## config.mk

```make
export PLATFORM = sky130hd
export DESIGN_NAME = preamble_packet_deframer_ring_queue
export DESIGN_NICKNAME = d
export VERILOG_FILES = /design/src/sv/ppdq_pkg.sv /design/src/sv/ppdq_rx_fsm.sv /design/src/sv/preamble_packet_deframer_ring_queue.sv
export SDC_FILE = /design/constraint.sdc
export NUM_CORES = 1
export LEC_CHECK = 0
export BUFFER_PORTS_ARGS = -buffer_cell sky130_fd_sc_hd__buf_2
export CORE_AREA = 2 2 298 227
export CTS_CLUSTER_DIAMETER = 60
export CTS_CLUSTER_SIZE = 24
export DETAILED_ROUTE_END_ITERATION = 6
export DIE_AREA = 0 0 300 229
export GPL_ROUTABILITY_DRIVEN = 0
export PLACE_DENSITY = 0.6
export SYNTH_ARGS = -nofsm -noshare
export SYNTH_HDL_FRONTEND = slang
export SYNTH_SLANG_ARGS = --single-unit
```

## constraint.sdc

```tcl
create_clock -name clk_i -period 4.15 [get_ports clk_i]
set_clock_uncertainty 0.1 [all_clocks]
set_input_delay 0.415 -clock clk_i [delete_from_list [all_inputs] [get_ports clk_i]]
set_output_delay 0.415 -clock clk_i [all_outputs]
set_load 0.005 [all_outputs]
```

## src/sv/ppdq_pkg.sv

```systemverilog
`timescale 1ns / 1ps
// Shared types and constants for the preamble packet deframer with ring queue.
// Used by the receiver and the top level.
package ppdq_pkg;

  localparam int QueueDepth = 64;
  localparam int QIdxW      = $clog2(QueueDepth);
  localparam int QOccW      = $clog2(QueueDepth + 1);

  typedef logic [QIdxW-1:0] q_idx_t;
  typedef logic [QOccW-1:0] q_occ_t;

  // Configuration register indexes.
  typedef enum logic [1:0] {
    CFG_PREAMBLE_FIRST  = 2'd0,
    CFG_PREAMBLE_SECOND = 2'd1,
    CFG_HEADER_BYTES    = 2'd2
  } cfg_idx_e;

  // Request kinds.
  typedef enum logic {
    REQ_RX  = 1'b0,
    REQ_POP = 1'b1
  } req_type_e;

  // Receiver phases, one-hot.
  typedef enum logic [3:0] {
    PH_IDLE = 4'b0001,
    PH_PRE  = 4'b0010,
    PH_SIZE = 4'b0100,
    PH_DATA = 4'b1000
  } rx_phase_e;

  // What the receiver decides for one received byte.
  typedef struct packed {
    logic push;
    logic done;
  } rx_ctl_t;

  function automatic q_idx_t next_slot(input q_idx_t idx);
    return (idx == q_idx_t'(QueueDepth - 1)) ? '0 : idx + q_idx_t'(1);
  endfunction

endpackage

```

## src/sv/ppdq_rx_fsm.sv

```systemverilog
`timescale 1ns / 1ps
// Frame receiver: preamble search, length byte and frame byte countdown.
// Depends on ppdq_pkg for the phase encoding and the control struct.
module ppdq_rx_fsm (
  input  logic              clk_i,
  input  logic              rst_ni,
  input  logic              en_i,
  input  logic [7:0]        rx_byte_i,
  input  logic [7:0]        preamble_first_i,
  input  logic [7:0]        preamble_second_i,
  input  logic [7:0]        header_bytes_i,
  output ppdq_pkg::rx_ctl_t ctl_o
);

  ppdq_pkg::rx_phase_e phase_q, phase_d;
  logic [7:0] remaining_q, remaining_d;
  logic [7:0] rem_start;
  logic [7:0] rem_next;

  // The length byte itself is the first byte counted into the frame.
  assign rem_start = (phase_q == ppdq_pkg::PH_SIZE) ? rx_byte_i + header_bytes_i
                                                    : remaining_q;
  assign rem_next  = rem_start - 8'd1;

  always_comb begin
    phase_d     = phase_q;
    remaining_d = remaining_q;
    ctl_o       = '0;
    unique case (phase_q)
      ppdq_pkg::PH_IDLE: begin
        if (rx_byte_i == preamble_first_i) phase_d = ppdq_pkg::PH_PRE;
      end
      ppdq_pkg::PH_PRE: begin
        phase_d = (rx_byte_i == preamble_second_i) ? ppdq_pkg::PH_SIZE
                                                   : ppdq_pkg::PH_IDLE;
      end
      ppdq_pkg::PH_SIZE, ppdq_pkg::PH_DATA: begin
        ctl_o.push  = 1'b1;
        remaining_d = rem_next;
        if (rem_next == 8'd0) begin
          ctl_o.done = 1'b1;
          phase_d    = ppdq_pkg::PH_IDLE;
        end else begin
          phase_d = ppdq_pkg::PH_DATA;
        end
      end
      default: begin
        phase_d = ppdq_pkg::PH_IDLE;
      end
    endcase
  end

  always_ff @(posedge clk_i or negedge rst_ni) begin
    if (!rst_ni) begin
      phase_q     <= ppdq_pkg::PH_IDLE;
      remaining_q <= 8'd0;
    end else if (en_i) begin
      phase_q     <= phase_d;
      remaining_q <= remaining_d;
    end
  end

endmodule

```

## src/sv/preamble_packet_deframer_ring_queue.sv

```systemverilog
`timescale 1ns / 1ps
// Results are registered out of stage 1. Throughput: one transaction per
// cycle while in_stall_o is low; the byte store's registered read feeds
// a second stage that settles the packet count and pop bookkeeping.
// Reset clears the receiver, queue pointers, occupancy and counters and
// loads the register defaults; the byte store itself is not cleared.
module preamble_packet_deframer_ring_queue (
  input  logic       clk_i,
  input  logic       rst_ni,
  input  logic       cfg_we_i,
  input  logic [1:0] cfg_index_i,
  input  logic [7:0] cfg_data_i,
  input  logic       in_valid_i,
  output logic       in_stall_o,
  input  logic       req_type_i,
  input  logic [7:0] rx_byte_i,
  output logic       out_valid_o,
  input  logic       out_stall_i,
  output logic [7:0] pop_byte_o,
  output logic       queue_was_empty_o,
  output logic       last_of_packet_o,
  output logic       frame_complete_o,
  output logic       overwrote_oldest_o,
  output logic [7:0] packets_ready_o
);

  // Configuration registers.
  logic [7:0] pre_first_q, pre_second_q, hdr_q;

  always_ff @(posedge clk_i or negedge rst_ni) begin
    if (!rst_ni) begin
      pre_first_q  <= 8'd170;
      pre_second_q <= 8'd85;
      hdr_q        <= 8'd4;
    end else if (cfg_we_i) begin
      unique case (cfg_index_i)
        ppdq_pkg::CFG_PREAMBLE_FIRST:  pre_first_q  <= cfg_data_i;
        ppdq_pkg::CFG_PREAMBLE_SECOND: pre_second_q <= cfg_data_i;
        ppdq_pkg::CFG_HEADER_BYTES:    hdr_q        <= cfg_data_i;
        default: ;
      endcase
    end
  end

  // Handshake.
  logic s1_valid_q;
  logic s1_adv;
  logic in_acc;
  logic out_valid_q;

  assign s1_adv     = !out_valid_q || !out_stall_i;
  assign in_stall_o = s1_valid_q && !s1_adv;
  assign in_acc     = in_valid_i && !in_stall_o;

  // Stage 0: receiver and queue pointers.
  logic              rx_en;
  logic              pop_req;
  ppdq_pkg::rx_ctl_t rx_ctl;

  assign rx_en   = in_acc && (req_type_i == ppdq_pkg::REQ_RX);
  assign pop_req = in_acc && (req_type_i == ppdq_pkg::REQ_POP);

  ppdq_rx_fsm u_rx (
    .clk_i             (clk_i),
    .rst_ni            (rst_ni),
    .en_i              (rx_en),
    .rx_byte_i         (rx_byte_i),
    .preamble_first_i  (pre_first_q),
    .preamble_second_i (pre_second_q),
    .header_bytes_i    (hdr_q),
    .ctl_o             (rx_ctl)
  );

  ppdq_pkg::q_idx_t rd_idx_q, rd_idx_d, wr_idx_q, wr_idx_d;
  ppdq_pkg::q_occ_t occ_q, occ_d;
  logic             push, full, empty, pop_ok, over;

  assign push   = rx_en && rx_ctl.push;
  assign full   = (occ_q == ppdq_pkg::q_occ_t'(ppdq_pkg::QueueDepth));
  assign empty  = (occ_q == '0);
  assign pop_ok = pop_req && !empty;
  assign over   = push && full;

  always_comb begin
    rd_idx_d = rd_idx_q;
    wr_idx_d = wr_idx_q;
    occ_d    = occ_q;
    if (push) begin
      wr_idx_d = ppdq_pkg::next_slot(wr_idx_q);
      if (full) begin
        rd_idx_d = ppdq_pkg::next_slot(rd_idx_q);
      end else begin
        occ_d = occ_q + ppdq_pkg::q_occ_t'(1);
      end
    end else if (pop_ok) begin
      rd_idx_d = ppdq_pkg::next_slot(rd_idx_q);
      occ_d    = occ_q - ppdq_pkg::q_occ_t'(1);
    end
  end

  always_ff @(posedge clk_i or negedge rst_ni) begin
    if (!rst_ni) begin
      rd_idx_q <= '0;
      wr_idx_q <= '0;
      occ_q    <= '0;
    end else begin
      rd_idx_q <= rd_idx_d;
      wr_idx_q <= wr_idx_d;
      occ_q    <= occ_d;
    end
  end

  // Byte store. Only one transaction is taken per cycle, so a write and a
  // read never fall on the same edge and no forwarding is needed.
  logic [7:0] mem_q [ppdq_pkg::QueueDepth];
  logic [7:0] rd_data_q;

  always_ff @(posedge clk_i) begin
    if (push) mem_q[wr_idx_q] <= rx_byte_i;
    if (pop_ok) rd_data_q <= mem_q[rd_idx_q];
  end

  // Stage 1 control captured from stage 0.
  logic s1_pop_q, s1_empty_q, s1_done_q, s1_over_q;

  always_ff @(posedge clk_i or negedge rst_ni) begin
    if (!rst_ni) begin
      s1_valid_q <= 1'b0;
    end else if (in_acc) begin
      s1_valid_q <= 1'b1;
    end else if (s1_adv) begin
      s1_valid_q <= 1'b0;
    end
  end

  always_ff @(posedge clk_i) begin
    if (in_acc) begin
      s1_pop_q   <= pop_ok;
      s1_empty_q <= pop_req && empty;
      s1_done_q  <= rx_en && rx_ctl.done;
      s1_over_q  <= over;
    end
  end

  // Stage 1: packet bookkeeping on the byte read back.
  logic [7:0] rd_rem_q, pend_q;
  logic [7:0] pb, rr_start, rr_next, pend_d;
  logic       last;

  assign pb       = s1_pop_q ? rd_data_q : 8'd0;
  assign rr_start = (rd_rem_q == 8'd0) ? pb + hdr_q : rd_rem_q;
  assign rr_next  = rr_start - 8'd1;
  assign last     = s1_pop_q && (rr_next == 8'd0);

  always_comb begin
    pend_d = pend_q;
    if (s1_done_q) begin
      pend_d = pend_q + 8'd1;
    end else if (last) begin
      pend_d = pend_q - 8'd1;
    end
  end

  logic s1_fire;
  assign s1_fire = s1_valid_q && s1_adv;

  always_ff @(posedge clk_i or negedge rst_ni) begin
    if (!rst_ni) begin
      rd_rem_q    <= 8'd0;
      pend_q      <= 8'd0;
      out_valid_q <= 1'b0;
    end else begin
      if (s1_fire) begin
        pend_q <= pend_d;
        if (s1_pop_q) rd_rem_q <= rr_next;
      end
      if (s1_fire) begin
        out_valid_q <= 1'b1;
      end else if (!out_stall_i) begin
        out_valid_q <= 1'b0;
      end
    end
  end

  always_ff @(posedge clk_i) begin
    if (s1_fire) begin
      pop_byte_o         <= pb;
      queue_was_empty_o  <= s1_empty_q;
      last_of_packet_o   <= last;
      frame_complete_o   <= s1_done_q;
      overwrote_oldest_o <= s1_over_q;
      packets_ready_o    <= pend_d;
    end
  end

  assign out_valid_o = out_valid_q;

endmodule

```

Word level (Yosys, flattened, before mapping)

Memory sizes are Yosys's and may differ from the RTL's. A register that Yosys moved wholly into a read port is not among the register bits.
Index checks and enable logic that the tools add are counted.

Add/sub/neg operators: 10
Eq/ne operators: 15
Bitwise operators: 1
Reductions and logical operators: 33
Mux-type cells: 25

Operators with widths:

| cell                                                                | number |
|---|---|
| 8-bit two-way mux                                                   | 5 |
| 6-bit two-way mux                                                   | 5 |
| 8-bit zero test                                                     | 3 |
| 8-bit by 1-bit subtractor with 8-bit output (second input constant) | 3 |
| 7-bit two-way mux                                                   | 3 |
| 8-bit adder                                                         | 2 |
| 8-bit == test                                                       | 2 |
| 2-bit AND reduction                                                 | 8 |
| 6-bit by 1-bit adder with 6-bit output (second input constant)      | 2 |
| 6-bit == test (second input constant)                               | 2 |
| 4-bit case mux with 3 select lines                                  | 1 |
| 1-bit logical AND                                                   | 11 |
| 8-bit by 1-bit adder with 8-bit output (second input constant)      | 1 |
| 4-bit two-way mux                                                   | 2 |
| 7-bit by 1-bit adder with 7-bit output (second input constant)      | 1 |
| 7-bit == test (second input constant)                               | 1 |
| 7-bit zero test                                                     | 1 |
| 1-bit two-way mux                                                   | 7 |
| 7-bit by 1-bit subtractor with 7-bit output (second input constant) | 1 |
| 2-bit by 1-bit != test with 1-bit output (second input constant)    | 3 |
| 1-bit zero test                                                     | 5 |
| 4-bit by 1-bit == test with 1-bit output (second input constant)    | 1 |
| 4-bit by 2-bit == test with 1-bit output (second input constant)    | 1 |
| 4-bit by 3-bit == test with 1-bit output (second input constant)    | 1 |
| other kinds (11)                                                    | 12 |

Bits in writable memories: 512
Memories kept: 1
Input bits: 24
Register bits: 97
Output and inout port bits: 22

Memories:

| memory | words | bits a word | rd ports | clocked after memory_dff | wr ports | RTL line                                   | source |
|---|---|---|---|---|---|---|---|
| mem_q  | 64    | 8           | 1        | 1                        | 1        | preamble_packet_deframer_ring_queue.sv:115 | `logic [7:0] mem_q [ppdq_pkg::QueueDepth];` |

Longest topological paths before layout

Gate-level depths: netlist of the first run.

Word-level depth: 10
Mapped depth: 16

By module

From an unflattened synthesis of the first run, not the netlist that was laid out.

Cells, all modules: 1,397
Area total of the unflattened synthesis: 25,811.0 µm²

Modules (own cells, without submodules):

| module                              | cells each | area each (µm²) | times used |
|---|---|---|---|
| preamble_packet_deframer_ring_queue | 1,227      | 24,413.4        | 1 |
| ppdq_rx_fsm                         | 170        | 1,397.6         | 1 |

Worst setup path before layout of the first run

OpenSTA, ideal clock, no wires.

Path type: register to register
From: register s1_pop_q
To: register pend_q[0]
Slack: 0.318 ns
Buffers on the path: 2
Clock period less this slack: 3.832 ns
Required time: 3.924 ns
Arrival: 3.606 ns
Setup time: 0.126 ns
Cell stages (with the launch flop): 15
Path through: edfxtp_1 -> clkbuf_1 -> and2_1 -> ha_1 -> inv_1 -> fa_1 -> nand2b_1 -> a21oi_1 -> xor2_1 -> a21o_1 -> or4_2 -> buf_6 -> a211oi_4 -> o31ai_2 -> a221o_1

Word-level cells in the longest chain between the ends: 8

Ends and longest elaborated chain:

| what                                        | RTL line                                   | source |
|---|---|---|
| from (decl)                                 | preamble_packet_deframer_ring_queue.sv:124 | `logic s1_pop_q, s1_empty_q, s1_done_q, s1_over_q;` |
| from (signal assigned)                      | preamble_packet_deframer_ring_queue.sv:138 | `s1_pop_q <= pop_ok;` |
| 8-bit two-way mux                           | preamble_packet_deframer_ring_queue.sv:150 | `assign pb = s1_pop_q ? rd_data_q : 8'd0;` |
| net pb[0]                                   | preamble_packet_deframer_ring_queue.sv:147 | `logic [7:0] pb, rr_start, rr_next, pend_d;` |
| 8-bit adder                                 | preamble_packet_deframer_ring_queue.sv:151 | `assign rr_start = (rd_rem_q == 8'd0) ? pb + hdr_q : rd_rem_q;` |
| 8-bit two-way mux                           | preamble_packet_deframer_ring_queue.sv:151 |  |
| 8-bit by 1-bit subtractor with 8-bit output | preamble_packet_deframer_ring_queue.sv:152 | `assign rr_next = rr_start - 8'd1;` |
| 8-bit zero test                             | preamble_packet_deframer_ring_queue.sv:153 | `assign last = s1_pop_q && (rr_next == 8'd0);` |
| 1-bit logical AND                           | preamble_packet_deframer_ring_queue.sv:153 |  |
| 8-bit two-way mux                           | preamble_packet_deframer_ring_queue.sv:159 | `end else if (last) begin` |
| 8-bit two-way mux                           | preamble_packet_deframer_ring_queue.sv:157 | `if (s1_done_q) begin` |
| to (signal assigned)                        | preamble_packet_deframer_ring_queue.sv:174 | `pend_q <= pend_d;` |
| to (decl)                                   | preamble_packet_deframer_ring_queue.sv:146 | `logic [7:0] rd_rem_q, pend_q;` |

The timed path passes the listed nets, and every way through them passes these cells.
A chain may end at the register's enable or synchronous reset.

Worst setup path after layout of the first run

Same ends and word-level chain as after synthesis.

==> run_results.csv, run 1 <==
group,metric,value,unit
run_status,outcome,"complete, no violations",
floorplanning,die_h,229,um
global_routing,grt_first_pass_wirelength,88700,um
floorplanning,ioPinCount,46,
sta,finalHoldViolations,0,
clock_tree,clkLatencyLatePin,610,ps
global_routing,grt_max_degree,72,
min_path,holdPathStages,1,
critical_path,end_kind,"register",
finish,finalNetCount,1602,
clock_tree,cts_tree,"built",
min_path,holdPathEnd,"mem_q[63][1]",
finish,area_delta_synth_final,12.5,%
logic_synthesis,syn_inst,1421,
floorplanning,die_w,300,um
min_path,hp-start,"rx_byte_i[1]",
route,wl,59200,um
logic_synthesis,ys_seq_area_share,69.8,%
logic_synthesis,synthAdderAreaFrac,1.53,%
power,powerDensity,537,nW/um^2
clock_tree,cts_made_buffers,38,
logic_synthesis,yosysUniqueCellTypes,82,
global_routing,track_usage,17.4,%
min_path,hold_class,"in -> reg",
logic_synthesis,synth_flop_cell,"edfxtp_1",
critical_path,reg2reg_depth,10,
global_routing,antenna_found_initial,1,
floorplanning,start_util,39.6,%
logic_synthesis,synth_top_family_by_area,"multiplexers",
sta,drv_slew,0,
clock_tree,root_buffer,"clkbuf_16",
finish,utilization,44.5,%
logic_synthesis,synth_xor_area_share,1.58,%
sta,fin_crit_sh,90.1,%
place,place_inst,2379,
route,wl_per_cell,24.1,um
global_routing,overflow,0,
power,power,0.0157,W
critical_path,cp.required,4540,ps
critical_path,path_max_fanout,7,
floorplanning,std_cell_rows,82,
floorplanning,dieArea,68700,um^2
finish,final_cells,2457,
critical_path,critPathArrivalTime,4130,ps
critical_path,r2r-start,"s1_pop_q",
route,via_count,13553,
route,drc,0,
critical_path,setup.worst_path.class,"reg -> reg",
finish,drive_gt1_share,28.5,%
clock_tree,clkTransAtPathRegs,100,ps
route,via_per_inst,5.52,
clock_tree,htreeDepth,2,
route,postRouteAntennaNets,0,
critical_path,critPathLaunchType,"register",
sta,tightestPinTransition,1120,ps
critical_path,reg2reg_slack,410,ps
sta,rsz0062_at_grt,"no",
route,drtIter0Drc,1473,
logic_synthesis,synth-simple-area-share,5.83,%
logic_synthesis,synth_fp_nets,1475,
critical_path,r2r-end,"pend_q[0]",
logic_synthesis,synth.avg_cell_area,18.3,um^2
power,ir_drop,0.000336,V
logic_synthesis,synth_area,26100,um^2
logic_synthesis,synth.area.mux_share,16.0,%
run,cap_violations,0,
route,first_pass_iters,7,
clock_tree,cts_buffer_depth,3,
sta,finalSetupTns,0,ps
logic_synthesis,synth_edf_count,544,
place,dpl.hpwl,38200,um
global_routing,grt_pass1_vias,13461,
logic_synthesis,synth_compound_area_share,3.90,%
place,dpl_cell_area,27900,um^2
sta,max_freq,267,MHz
finish,post-route-cell-area,29300,um^2
floorplanning,core,65900,um^2
logic_synthesis,yosys_warnings,0,
place,io_buffers,45,
sta,relSlewSlack,25.5,%
power,p_leak,9.64,nW
logic_synthesis,synth_seq_cells,617,
clock_tree,clock-sinks,617,
sta,setup_viol,0,
sta,fin_crit,3740,ps
logic_synthesis,async_flop_share,11.8,%
==> critical path: stages, from the launching register on <==
cell      delay (ps)
edfxtp_1         430
and2_1           200
ha_1             340
or2_2            340
a31oi_1          360
or4b_4           210
nand3_4          110
or4_4            580
a21boi_2         480
o31ai_2          150
a221o_1          340
==> Yosys cell counts, drive strengths merged, types with 13 or more instances <==
cell type | n | area [um^2]
clkbuf | 48 | 180
nor2 | 113 | 424
xnor2 | 29 | 254
nor3 | 16 | 85.1
inv | 23 | 86.3
dfrtp | 63 | 1580
o211ai | 14 | 105
buf | 19 | 87.6
ha | 27 | 338
o21ai | 25 | 136
mux4 | 168 | 3780
xor2 | 18 | 158
a21oi | 24 | 131
mux2 | 28 | 315
nand2 | 59 | 221
nand3 | 21 | 123
edfxtp | 544 | 16300
a21o | 13 | 97.6
==> layout by cell type (no fill, tap or decap), drive strengths merged, types with 4 or more instances in the layout <==
cell	count
edfxtp	544
mux4	168
buf	143
nor2	113
dfrtp	63
nand2	59
clkbuf	42
inv	34
xnor2	29
mux2	28
ha	27
o21ai	25
a21oi	24
nand3	21
xor2	18
nor3	16
o211ai	14
a21o	13
clkinv	13
nand3b	12
o311ai	12
dlygate4sd3	11
or3	11
nand4	10
dfstp	10
nand2b	9
and2	8
mux2i	8
a211oi	7
and3	6
or2	5
a31oi	5
nor4	5
or4	5
nor4b	4
o31ai	4
o211a	4
==> power by group <==
group | internal [W] | leakage [nW] | switching, W | total (W)
Combinational | 0.00204 | 3.28 | 0.00220 | 0.00424
Sequential | 0.00703 | 5.75 | 0.000417 | 0.00745
Clock | 0.00183 | 0.610 | 0.00221 | 0.00404
Total | 0.0109 | 9.64 | 0.00483 | 0.0157
==> state kept, by name, indices dropped and copies added, names as in the netlist, 4 cells and up <==
signal	count
pre_first_q	8
pre_second_q	8
pend_q	8
mem_q	512
hdr_q	8
occ_q	7
rd_rem_q	8
rd_idx_q	6
pop_byte_o	8
rd_data_q	8
packets_ready_o	8
u_rx.phase_q	4
wr_idx_q	6
u_rx.remaining_q	8
==> metal layers <==
| layer | vias to the layer above | global-route usage (%) | share of wire (%) |
|---|---|---|---|
| met3 | 60 | 2.69 | 6.1 |
| met2 | 385 | 25.7 | 45 |
| met1 | 7120 | 27.1 | 47 |
| li1 | 5988 | - | - |
| met4 | 0 | 3.97 | 1.9 |
| met5 | - | 0 | 0 |
==> kinds of logic (layout without fill, tap and decap cells) <==
logic type / count (synthesis) / after routing
buffers and inverters: 90 / 243
DFF: 617 / 617
AOI/OAI and AO/OA: 134 / 134
and+or+nand+nor: 299 / 299
muxes: 204 / 204
other: 0 / 1
adders and majority gates: 30 / 30
xor gates and xnor gates: 47 / 47
==> cell type report <==
class	count	area (um^2)
multi-input cells	714	7540
inverters	23	86.3
well taps	882	1100
diodes	1	2.50
flip-flops and latches	617	18200
clock buffers	42	987
fillers	5709	36600
clock inverters	24	251
repair buffers	154	1150
==> worst max path at each step <==
| stage | from | endpoint | slack [ps] | cells after the start |
|---|---|---|---|---|
| 2_1_floorplan | s1_pop_q | pend_q[0] | 320 | 14 |
| 3_3_place_gp | s1_pop_q | pend_q[0] | 340 | 10 |
| 3_5_place_dp | s1_pop_q | pend_q[0] | 260 | 12 |
| 4_1_cts | s1_pop_q | pend_q[0] | 260 | 12 |
| 5_1_grt | s1_pop_q | packets_ready_o[4] | 110 | 12 |
| 6_report | s1_pop_q | pend_q[0] | 410 | 10 |
==> metrics by stage <==
| stage | worst slack [ps] | hold slack, ps |
|---|---|---|
| after floorplan | 318 | 19.4 |
| after global placement | 338 | 308 |
| after detailed placement | 257 | 318 |
| after CTS | 262 | 85.6 |
| after global routing | 112 | 99.2 |
| final | 411 | 116 |
==> what timing repair did <==
action,CTS,global route
hold buffers,11,0
setup buffers,0,0
endpoints found under the setup margin,0,2
hold endpoints to repair,71,0
gates resized for setup,0,3
No activity file was read; power rests on OpenSTA's default activity.
==> run 2, diff against run 1 <==
CORE_AREA = 2 2 250 191   (was 2 2 298 227)
DIE_AREA = 0 0 252 193   (was 0 0 300 229)
PLACE_DENSITY = 0.79   (was 0.6)
==> run 2 against run 1 <==
  * Global-route usage rose by 6.5 points
  * Routed wire length fell by 3.2%
  * Sequential share of layout area rose by 1.4 points
  * Setup slack got worse by 150 ps
  * Die area fell by 29%
  * Sequential cell count did not move
  * Non-clock buffer count fell by 14
  * Total power fell by 2.2%
  * Final cell count fell by 12%
  * Largest cell class unchanged
==> run_results.csv, run 2 (synthesized netlist as in run 1, its figures left out) <==
group,metric,value,unit
sta,finalSetupTns,0,ps
min_path,hold_class,"in -> reg",
finish,largest_register,"mem_q",
floorplanning,start_util,56.1,%
finish,largest_reg_flops,512,
finish,drive_gt1_share,27.6,%
power,powerDensity,536,nW/um^2
power,clkPwrFrac,24.5,%
route,drc,0,
clock_tree,clock-sinks,617,
finish,area_delta_synth_final,10.1,%
critical_path,cp_cell_sequence,"and2_1, ha_1, inv_1, fa_1, xor2_1, a311oi_1, or2_2, or2_2, nor3_1, a21boi_4, o311ai_1, o311ai_1",
critical_path,cp_top_family,"simple AND/OR/NAND/NOR gates",
floorplanning,std_cell_rows,69,
power,ir_drop,0.000442,V
critical_path,critPathLaunchType,"register",
floorplanning,die_w,252,um
power,internal_power,0.0108,W
finish,antennaDiodeCount,0,
clock_tree,htreeDepth,2,
run,cap_violations,0,
power,p_leak,9.50,nW
critical_path,cp-endpoint,"packets_ready_o[2]",
finish,final_cell_mix,"544 x edfxtp_1, 168 x mux4_2, 113 x nor2_1",
critical_path,cp-startpoint,"s1_pop_q",
finish,finalNetCount,1584,
place,dpl.hpwl,36500,um
clock_tree,clkLatencyLatePin,580,ps
route,drtIter0Drc,1835,
power,power_frac_seq,47.9,%
clock_tree,root_buffer,"clkbuf_16",
critical_path,r2r-start,"s1_pop_q",
route,via_count,13890,
critical_path,r2r-end,"packets_ready_o[2]",
global_routing,antenna_found_initial,2,
clock_tree,clkTransAtPathRegs,100,ps
critical_path,worst-path-buf-inv,1,
finish,multiInputGateArea,7540,um^2
finish,seq_area,18200,um^2
power,p_sw,0.00461,W
critical_path,end_kind,"register",
route,wl_per_cell,26.5,um
finish,fill_cells,3117,
sta,rsz0062_at_grt,"no",
floorplanning,die_h,193,um
sta,tightestPinTransition,1140,ps
global_routing,grt_first_pass_wirelength,85900,um
sta,max_freq,257,MHz
critical_path,setup.worst_path.class,"reg -> reg",
sta,fin_crit,3890,ps
critical_path,crit_path_top_delay_cell,"edfxtp_1",
sta,setup_viol,0,
global_routing,overflow,0,
critical_path,cp.required,4360,ps
route,wl,57200,um
finish,final_common_cell,"edfxtp_1",
critical_path,reg2reg_depth,12,
sta,drv_slew,0,
critical_path,crit_cells,12,
critical_path,path_max_fanout,8,
route,postRouteAntennaNets,0,
run_status,outcome,"complete, no violations",
sta,fin_crit_sh,93.7,%
clock_tree,cts_setup_buffers,0,
power,power,0.0154,W
critical_path,reg2reg_slack,260,ps
sta,finalHoldViolations,0,
route,via_per_inst,6.43,
global_routing,grt_max_degree,86,
sta,relSlewSlack,24.1,%
floorplanning,core,46400,um^2
power,swShare,30.0,%
global_routing,grt_pass1_vias,13429,
floorplanning,dieArea,48600,um^2
clock_tree,cts_tree,"built",
critical_path,slowest_delay,450,ps
global_routing,track_usage,23.9,%
power,power_frac_comb,27.6,%
clock_tree,cts_made_buffers,34,
critical_path,critPathArrivalTime,4100,ps
place,io_buffers,45,
floorplanning,ioPinCount,46,
route,first_pass_iters,7,
clock_tree,cts_buffer_depth,3,
## run 2: changes by cell type in the layout (fill, tap and decap cells not counted), moves of 3 or more
cell           delta
clkbuf_1         +11
dlygate4sd3_1     -8
buf_4             -5
clkbuf_16         -4
clkinv_2          -3
inv_6             -3
inv_8             -3
## run 2: timing repair
| item | 4_1_cts | 5_1_grt |
|---|---|---|
| resized for setup | 0 | 2 |
| endpoints found under the hold margin | 65 | 0 |
| hold buffers | 3 | 0 |
| setup endpoints to repair | 0 | 4 |
## run 2: worst min path at each step
stage	from	end	slack, ps	cells past startpoint
after floorplan	rst_ni	hdr_q[0]	20	0
after global placement	s1_empty_q	queue_was_empty_o	310	0
after detailed placement	s1_empty_q	queue_was_empty_o	300	0
after CTS	cfg_data_i[3]	pre_first_q[3]	7	2
after global routing	cfg_data_i[2]	hdr_q[2]	10	2
final	cfg_data_i[2]	pre_first_q[2]	20	2
## run 2: power groups by stage
stage | logic [W] | clock network [W] | registers [W]
detailed placement | 0.00420 | 0 | 0.00750
global route | 0.00452 | 0.00403 | 0.00741
CTS | 0.00423 | 0.00381 | 0.00736
floorplan | 0.00307 | 0 | 0.00730
global placement | 0.00408 | 0 | 0.00748
finish | 0.00425 | 0.00377 | 0.00737
## run 2: routing by layer
| layer | vias up | global-route usage [%] | wire length [um] |
|---|---|---|---|
| li1 | 5943 | - | - |
| met1 | 7203 | 36.6 | 24100 |
| met2 | 670 | 36.7 | 26800 |
| met3 | 74 | 4.07 | 5210 |
| met4 | 0 | 5.44 | 1100 |
| met5 | - | 0 | 0 |
## run 2: stage by stage
step                      hold WS [ps]  std cells  instance area (um^2)  setup slack (ps)  util (%)
after floorplan                   19.4       1421                 26100               318         -
after global placement             305       2094                 27500               302      59.3
after detailed placement           305       2094                 27500               200      59.3
after CTS                         7.43       2159                 28700               189      61.7
after global routing              13.1       2159                 28700              58.6      61.7
final                             17.7       2159                 28700               261      61.7
## run 2: area by class of cell
class                   instances  share of cell area [%]
clock inverters                11                   0.524
repair buffers                140                    3.53
multi-input cells             714                    26.3
flip-flops and latches        617                    63.4
clock buffers                  51                    3.33
well taps                     603                    2.63
inverters                      23                   0.301
==> run 3, diff against run 2 <==
PLACE_DENSITY = 0.74   (was 0.79)
SLEW_MARGIN = 40   (was unset)
==> run 3 against run 2 <==
  * Global-route usage shrank 0.17 points
  * Setup slack lost 110 ps
  * Core utilization is 0.29 points higher
  * Total power is 0.17% higher
  * Clock power about the same
  * Critical endpoint is now pend_q[0]
  * Highest routed layer unchanged
==> run_results.csv, run 3 (synthesized netlist as in run 1, its figures left out) <==
group,metric,value,unit
clock_tree,cts-resized-gates,0,
finish,final_cell_mix,"544 x edfxtp_1, 168 x mux4_2, 113 x nor2_1",
sta,layout_setup_ws,156,ps
power,ir_drop,0.000399,V
clock_tree,root_buffer,"clkbuf_16",
route,wl,56300,um
finish,fill_cells,3247,
sta,rsz0062_at_grt,"yes",
power,p_leak,9.58,nW
critical_path,critPathLaunchType,"register",
place,dpl_worst_slack,162,ps
route,wl_per_cell,25.9,um
route,wl_met1,24200,um
sta,tightestPinTransition,792,ps
power,powerDensity,535,nW/um^2
critical_path,setup.worst_path.class,"reg -> reg",
clock_tree,clkLatencyLatePin,560,ps
global_routing,grt_pass1_vias,13425,
global_routing,track_usage,23.7,%
sta,finalHoldViolations,0,
floorplanning,start_util,56.1,%
route,postRouteAntennaNets,0,
place,dpl_cell_area,27700,um^2
global_routing,grt_first_pass_wirelength,84700,um
route,wl_met3,4920,um
finish,area_delta_synth_final,10.6,%
sta,setup_viol,0,
clock_tree,clock-sinks,617,
finish,drive_gt1_share,28.5,%
floorplanning,std_cell_rows,69,
sta,fin_crit,3990,ps
global_routing,overflow,0,
sta,relSlewSlack,47.0,%
critical_path,end_kind,"register",
finish,largest_reg_flops,512,
route,first_pass_iters,5,
clock_tree,clkTransAtPathRegs,90,ps
floorplanning,core,46400,um^2
clock_tree,cts_buffer_depth,3,
route,drtIter0Drc,1489,
critical_path,cp.required,4480,ps
critical_path,path_max_fanout,8,
place,dpl.hpwl,36600,um
floorplanning,dieArea,48600,um^2
critical_path,critPathArrivalTime,4330,ps
route,highest-signal-layer,"met4",
route,via_count,13640,
run,cap_violations,0,
place,io_buffers,45,
floorplanning,die_w,252,um
clock_tree,cts_made_buffers,35,
finish,largest_register,"mem_q",
finish,post-route-cell-area,28800,um^2
floorplanning,die_h,193,um
clock_tree,cts_tree,"built",
finish,finalNetCount,1600,
sta,fin_crit_sh,96.3,%
finish,final_common_cell,"edfxtp_1",
sta,drv_slew,0,
clock_tree,htreeDepth,2,
global_routing,antenna_found_initial,1,
min_path,hold_class,"in -> reg",
floorplanning,ioPinCount,46,
route,via_per_inst,6.27,
global_routing,grt_max_degree,67,
sta,max_freq,250,MHz
route,drc,0,
run_status,outcome,"complete, no violations",
route,wl_met2,25900,um
run 3: cell count changes in the layout (fill, tap and decap cells not counted), moves of 2 or more:
cell / delta
clkbuf_1: -3
clkinv_4: -2
clkbuf_16: +3
clkinv_1: +2
clkbuf_8: -2
buf_4: +15
run 3: routing by layer:
layer / track usage [%] / vias to the layer above
li1: - / 5966
met1: 35.7 / 7040
met2: 35.7 / 561
met3: 4.97 / 73
met4: 6.99 / 0
met5: 0 / -
run 3: power breakdown:
part / internal, W / switching, W / total [W]
clock network: 0.00174 / 0.00201 / 0.00375
logic: 0.00204 / 0.00216 / 0.00420
registers: 0.00703 / 0.000419 / 0.00745
run 3: layout make-up:
| cell class | count | area (um^2) | share of cell area, % |
|---|---|---|---|
| Antenna cell | 1 | 2.50 | 0.00868 |
| Clock buffer | 49 | 992 | 3.44 |
| Clock inverter | 12 | 121 | 0.421 |
| Inverter | 23 | 86.3 | 0.300 |
| Multi-Input combinational cell | 714 | 7530 | 26.1 |
| Sequential cell | 617 | 18200 | 63.1 |
| Tap cell | 603 | 754 | 2.62 |
| Timing Repair Buffer | 155 | 1140 | 3.96 |
run 3: path summary, 6_finish.rpt:
kind	cells past startpoint	endpoint	from	slack [ps]
worst min-delay path	3	out_valid_o	out_stall_i	20
worst max-delay path	10	pend_q[0]	s1_pop_q	160
worst max register to register	10	pend_q[0]	s1_pop_q	160
min in group asynchronous	2	occ_q[2]	rst_ni	300
max in group asynchronous	3	pre_second_q[4]	rst_ni	2740
worst min register to register	0	overwrote_oldest_o	s1_over_q	350
run 3: stage by stage:
| stage | setup TNS (ps) | hold WS [ps] | std cells | total power, W | utilization, % |
|---|---|---|---|---|---|
| 6_report | 0 | 22.4 | 2174 | 0.0154 | 62.0 |
| 5_1_grt | -46.4 | 21.1 | 2173 | 0.0160 | 62.0 |
| 4_1_cts | 0 | 1.94 | 2172 | 0.0155 | 62.0 |
| 3_5_place_dp | 0 | 328 | 2109 | 0.0117 | 59.5 |
| 3_3_place_gp | 0 | 317 | 2109 | 0.0116 | 59.5 |
| 2_1_floorplan | 0 | 19.4 | 1421 | 0.0104 | - |
run 3: critical path, stage by stage (launching register included):
cell and delay (ps):
edfxtp_1 470, and2_1 210, ha_1 320, or2_2 330, a31oi_1 340, or4b_4 210
nand3_4 100, or4_2 770, a21boi_2 510, o31ai_2 150, a221o_1 350
run 3: repair_timing:
action,CTS,global route
setup endpoints to repair,0,2
hold buffers,2,0
buffers inserted,0,0
hold endpoints to repair,39,0
